### config.mk
export PLATFORM = sky130hd
export DESIGN_NAME = udts_ctrl
export DESIGN_NICKNAME = d
export VERILOG_FILES = /design/src/rtl/udts_pkg.sv /design/src/rtl/udts_ctrl.sv
export SDC_FILE = /design/constraint.sdc
export NUM_CORES = 1
export LEC_CHECK = 0
export ABC_AREA = 1
export BUFFER_PORTS_ARGS = -buffer_cell sky130_fd_sc_hd__buf_2
export CAP_MARGIN = 0
export CORE_AREA = 2 2 39 41
export CTS_BUF_LIST = sky130_fd_sc_hd__clkbuf_16
export CTS_CLUSTER_SIZE = 40
export DETAILED_ROUTE_END_ITERATION = 12
export DIE_AREA = 0 0 41 43
export GPL_TIMING_DRIVEN = 1
export PLACE_DENSITY_LB_ADDON = 0.12
export REMOVE_ABC_BUFFERS = 1
export SYNTH_ARGS = -nofsm -noshare
export SYNTH_HDL_FRONTEND = slang
export SYNTH_SLANG_ARGS = --single-unit
### constraint.sdc
create_clock -name i_clk -period 1.1 [get_ports i_clk]
set_input_delay 0.055 -clock i_clk [delete_from_list [all_inputs] [get_ports i_clk]]
set_output_delay 0.055 -clock i_clk [all_outputs]
set_load 0.03 [all_outputs]
### src/rtl/udts_pkg.sv
// Package for the byte dot-product top-k search block.
// Shared types and constants; no dependencies.
package udts_pkg;
    localparam int MaxDim  = 256;
    localparam int MaxKeep = 64;
    localparam int ScoreW  = 24;
    localparam int IdW     = 32;
    localparam logic [ScoreW-1:0] ScoreMax = '1;

    typedef enum logic [1:0] {
        ACT_QUERY = 2'd0,
        ACT_DATA  = 2'd1,
        ACT_DRAIN = 2'd2,
        ACT_NONE  = 2'd3
    } t_action;

    localparam logic CFG_VLEN = 1'b0;
    localparam logic CFG_KEEP = 1'b1;

    // controller -> datapath commands
    typedef struct packed {
        logic query_wr;   // store query byte, advance position
        logic data_acc;   // accumulate data byte, advance position
        logic scan_step;  // step weakest-entry scan
        logic scan_clear; // restart scan
        logic offer_apply;// apply offer after scan
        logic drain_emit; // remove weakest into output register
        logic drain_clear;// empty store at end of drain
    } t_cmd;

    // datapath -> controller status
    typedef struct packed {
        logic row_done;   // row finished on this beat (offer pending)
        logic scan_done;  // scan over held entries finished
        logic empty;      // store holds nothing
        logic one_left;   // exactly one entry held
    } t_status;
endpackage

### src/rtl/udts_ctrl.sv
// Controller: sequences beats, top-k offer scan and drain output.
// Depends on udts_pkg.
module udts_ctrl (
    input  logic              i_clk,
    input  logic              i_rst_n,
    input  logic              i_in_valid,
    input  logic [1:0]        i_action,
    output logic              o_in_ready,
    output logic              o_out_valid,
    output logic              o_out_last,
    input  logic              i_out_ready,
    output udts_pkg::t_cmd    o_cmd,
    input  udts_pkg::t_status i_status
);
    typedef enum logic [2:0] {
        S_FETCH, S_IDLE, S_OSCAN, S_OAPPLY, S_DSCAN, S_DEMIT, S_DOUT
    } t_state;
    t_state r_state;
    logic acc;

    assign o_in_ready = (r_state == S_IDLE);
    assign acc = i_in_valid && o_in_ready;

    always_comb begin
        o_cmd = '0;
        if (acc) begin
            o_cmd.query_wr = (i_action == udts_pkg::ACT_QUERY);
            o_cmd.data_acc = (i_action == udts_pkg::ACT_DATA);
            o_cmd.scan_clear = 1'b1;
        end
        // fresh scan for the next drain beat
        if (r_state == S_DOUT && i_out_ready && !o_out_last) o_cmd.scan_clear = 1'b1;
        o_cmd.scan_step   = (r_state == S_OSCAN) || (r_state == S_DSCAN);
        o_cmd.offer_apply = (r_state == S_OAPPLY);
        o_cmd.drain_emit  = (r_state == S_DEMIT);
        o_cmd.drain_clear = (r_state == S_DOUT) && i_out_ready && o_out_last;
    end

    always_ff @(posedge i_clk) begin
        if (!i_rst_n) begin
            r_state <= S_FETCH; o_out_valid <= 1'b0; o_out_last <= 1'b0;
        end else begin
            unique case (r_state)
                S_FETCH: r_state <= S_IDLE;
                S_IDLE: if (acc) begin
                    if (i_status.row_done) r_state <= S_OSCAN;
                    else if (i_action == udts_pkg::ACT_DRAIN && !i_status.empty)
                        r_state <= S_DSCAN;
                    else r_state <= S_FETCH;
                end
                S_OSCAN:  if (i_status.scan_done) r_state <= S_OAPPLY;
                S_OAPPLY: r_state <= S_FETCH;
                S_DSCAN:  if (i_status.scan_done) r_state <= S_DEMIT;
                S_DEMIT: begin
                    o_out_valid <= 1'b1; o_out_last <= i_status.one_left;
                    r_state <= S_DOUT;
                end
                S_DOUT: if (i_out_ready) begin
                    o_out_valid <= 1'b0;
                    r_state <= o_out_last ? S_FETCH : S_DSCAN;
                end
                default: r_state <= S_FETCH;
            endcase
        end
    end

    a_out_only_dout: assert property (@(posedge i_clk) disable iff (!i_rst_n)
        o_out_valid |-> r_state == S_DOUT) else $error("out valid outside DOUT");
    a_ready_no_out: assert property (@(posedge i_clk) disable iff (!i_rst_n)
        !(o_in_ready && o_out_valid)) else $error("ready while result held");
    a_apply_after_scan: assert property (@(posedge i_clk) disable iff (!i_rst_n)
        r_state == S_OAPPLY |-> $past(r_state) == S_OSCAN) else $error("bad apply");
endmodule

==> metrics.txt <==
CP Max Fanout=6; Mapped Cells=69; H-tree lvl count=1; gr ovfl total=0; largest area contributor in the netlist=dfxtp_1; DRT iter0 DRCs=4; ranking of synthesized cells by area=dfxtp_1 (27%), nor2_1 (22%), nand2_1 (15%); Ports=20; R2R Path End=o_out_valid; initial antenna violation count=0; DIE WIDTH=41 um; register area share after synthesis=26.7%; GPL Wtd Cong=0.680; crit path DAT=1170 ps; Ant. Diodes=0; final wirelength=1020 um; reg2reg path depth=7; Max Buffers Root-to-Sink=2; CP max-delay cell=dfxtp_4; HPWL after DPL=748 um; cell area after synthesis=375 um^2; CTS Sinks=5; final setup vio count=8; Simple-Gate Fraction of Synth Area=52.3%; most common cell in the synthesized netlist=nor2_1; Tot GR Track Use=12.0%; Post-synth EDFFs=0; Final Core Density=52.4%; worst hold path class=input pin to register; nets=110; number of port buffers=19; Fillers=155; Tcrit/Tclk final=111%; DRC errors left=0; Clock Skew=3.00 ps; Critical R2R Launch=r_state[2]; commonest register cell after synthesis=dfxtp_1; Synth Area in Compound Gates=6.00%; CP peak stage delay=360 ps; Maximum Capacitance Violations=0; Cell Chain, Critical Path=nor2_4, nand2_2, inv_2, nand2_4, nor3_2, buf_4; violated checks=negative setup slack; worst hold path cell count=3; Num CTS Buffers=3; largest net degree at the start of global routing=9; Max VDD drop=1.65 mV; Die Ht=43 um; setup slack after layout=-121 ps; Netlist cell types=13; P_leak=0.384 nW; worst endpoint required time=1040 ps; synth warn=0; clock root cell=clkbuf_16; Pwr Density=2780 mW/mm^2; r2r setup slk=0 ps; XOR/XNOR Fraction of Synth Area=0%; RSZ-0062 raised after global routing=yes; Synth top area share=26.7%; Min-Delay Startpoint=i_rst_n; Row Count=14; Pre-antenna DRT Iters=4; core area=0.00138 mm^2; Hold Fails Final Rpt=0; top post-synthesis cells by count=nor2_1 (22), nand2_1 (15), inv_1 (10); status=finished, violations left; final sum of negative setup slack=-341 ps; Worst Setup Start Kind=register; Final Max Slew Viols=0; Detail Route Antenna Nets=0; Seq cells post-synth=5; share of post-route cells with drive strength above 1=51.5%; post-route design area=724 um^2; later-pin clock latency in the skew report=220 ps; largest family of logic cells by synthesized area=simple AND/OR/NAND/NOR gates; Setup Crit Path Kind=register to output port; first-pass GRT wire length=1480 um; Setup crit end kind=output port; wire per inst=8.83 um; effective utilization at floorplan=27.1%; worst slew pin tran=152 ps; vias in the first global route=405; Syn Area/Cell=5.44 um^2; Rel. slew slack=89.8%; via count of the routed design=500; post-synthesis adder-cell area fraction=0%; mux share of post-synthesis cell area=0%; WHS Endpoint=r_state[2]; Async SR Flop Fraction=0%; clock tree from TritonCTS=built; DIE AREA=0.00176 mm^2; area of placed instances=509 um^2; Fmax=819 MHz; vias per cell=4.35; min cycle time layout=1220 ps; P&R area growth vs syn=93.0%; CTS clk-pin slew, worst paths=30 ps; Power Total=2.02 mW
routing by layer:
metal | vias to the layer above | part of all wire (%) | GRT usage, %
li1 | 269 | - | -
met1 | 218 | 44 | 14.5
met2 | 13 | 50 | 20.3
met3 | 0 | 6.0 | 1.57
met4 | 0 | 0 | 4.00
met5 | - | 0 | 0
flip-flops by register name (all words and copies together) (netlist names):
name	flops
o_out_valid	1
r_state	3
o_out_last	1
critical path, delay by kind of cell (launching register included):
| family | cells | cell delay [ps] |
|---|---|---|
| buf+inv | 2 | 250 |
| flops | 1 | 360 |
| simple gates | 4 | 330 |
repair_timing:
| action | CTS | global route |
|---|---|---|
| hold buffers | 0 | 0 |
| endpoints found under the hold margin | 0 | 0 |
| gates cloned | 0 | 0 |
| endpoints found under the setup margin | 12 | 11 |
| resized for setup | 31 | 6 |
| buffers inserted | 4 | 0 |
| pin swaps | 5 | 5 |
worst max path at each step:
stage                     slack, ps        from       end
after floorplan                -590  r_state[2]  o_cmd[6]
after global placement          -80  r_state[2]  o_cmd[6]
after detailed placement        -70  r_state[2]  o_cmd[6]
after CTS                      -150  r_state[1]  o_cmd[6]
after global routing           -170  r_state[2]  o_cmd[6]
final                          -120  r_state[2]  o_cmd[6]
power by group:
part / total, mW / switching [mW] / internal, mW
combinational: 1.06 / 0.610 / 0.447
clock: 0.577 / 0.107 / 0.470
sequential: 0.382 / 0.112 / 0.270
placed cells by master (no fill, tap or decap), types with 2 or more instances in the layout:
| cell type | count |
|---|---|
| dfxtp_4 | 3 |
| clkbuf_16 | 3 |
| nand2_1 | 10 |
| inv_1 | 8 |
| buf_4 | 14 |
| nand3_1 | 3 |
| dfxtp_1 | 2 |
| buf_2 | 12 |
| inv_2 | 2 |
| nor3_2 | 2 |
| buf_6 | 2 |
| nor3_1 | 2 |
| nand2_2 | 5 |
| nor2_1 | 19 |
| nor2_4 | 3 |
final cells by class:
cell class | instances | area [um^2] | area share, %
Tap cell | 16 | 20.0 | 2.76
Clock buffer | 3 | 75.1 | 10.4
Timing Repair Buffer | 28 | 188 | 25.9
Clock inverter | 1 | 3.75 | 0.518
Inverter | 10 | 40.0 | 5.53
Sequential cell | 5 | 111 | 15.4
Multi-Input combinational cell | 52 | 287 | 39.6
cells by family after synthesis:
group | count (synthesis)
AOI/OAI and AO/OA | 4
buffers and inverters | 12
DFF | 5
and+or+nand+nor | 48
per-stage QoR:
stage / setup WS (ps) / hold WS [ps] / cells
2_1_floorplan: -592 / 175 / 67
3_5_place_dp: -70.7 / 337 / 107
3_3_place_gp: -76.0 / 334 / 107
4_1_cts: -151 / 96.1 / 115
5_1_grt: -166 / 113 / 115
6_report: -121 / 95.1 / 115
Note: power is estimated with default switching activity, not from simulation.
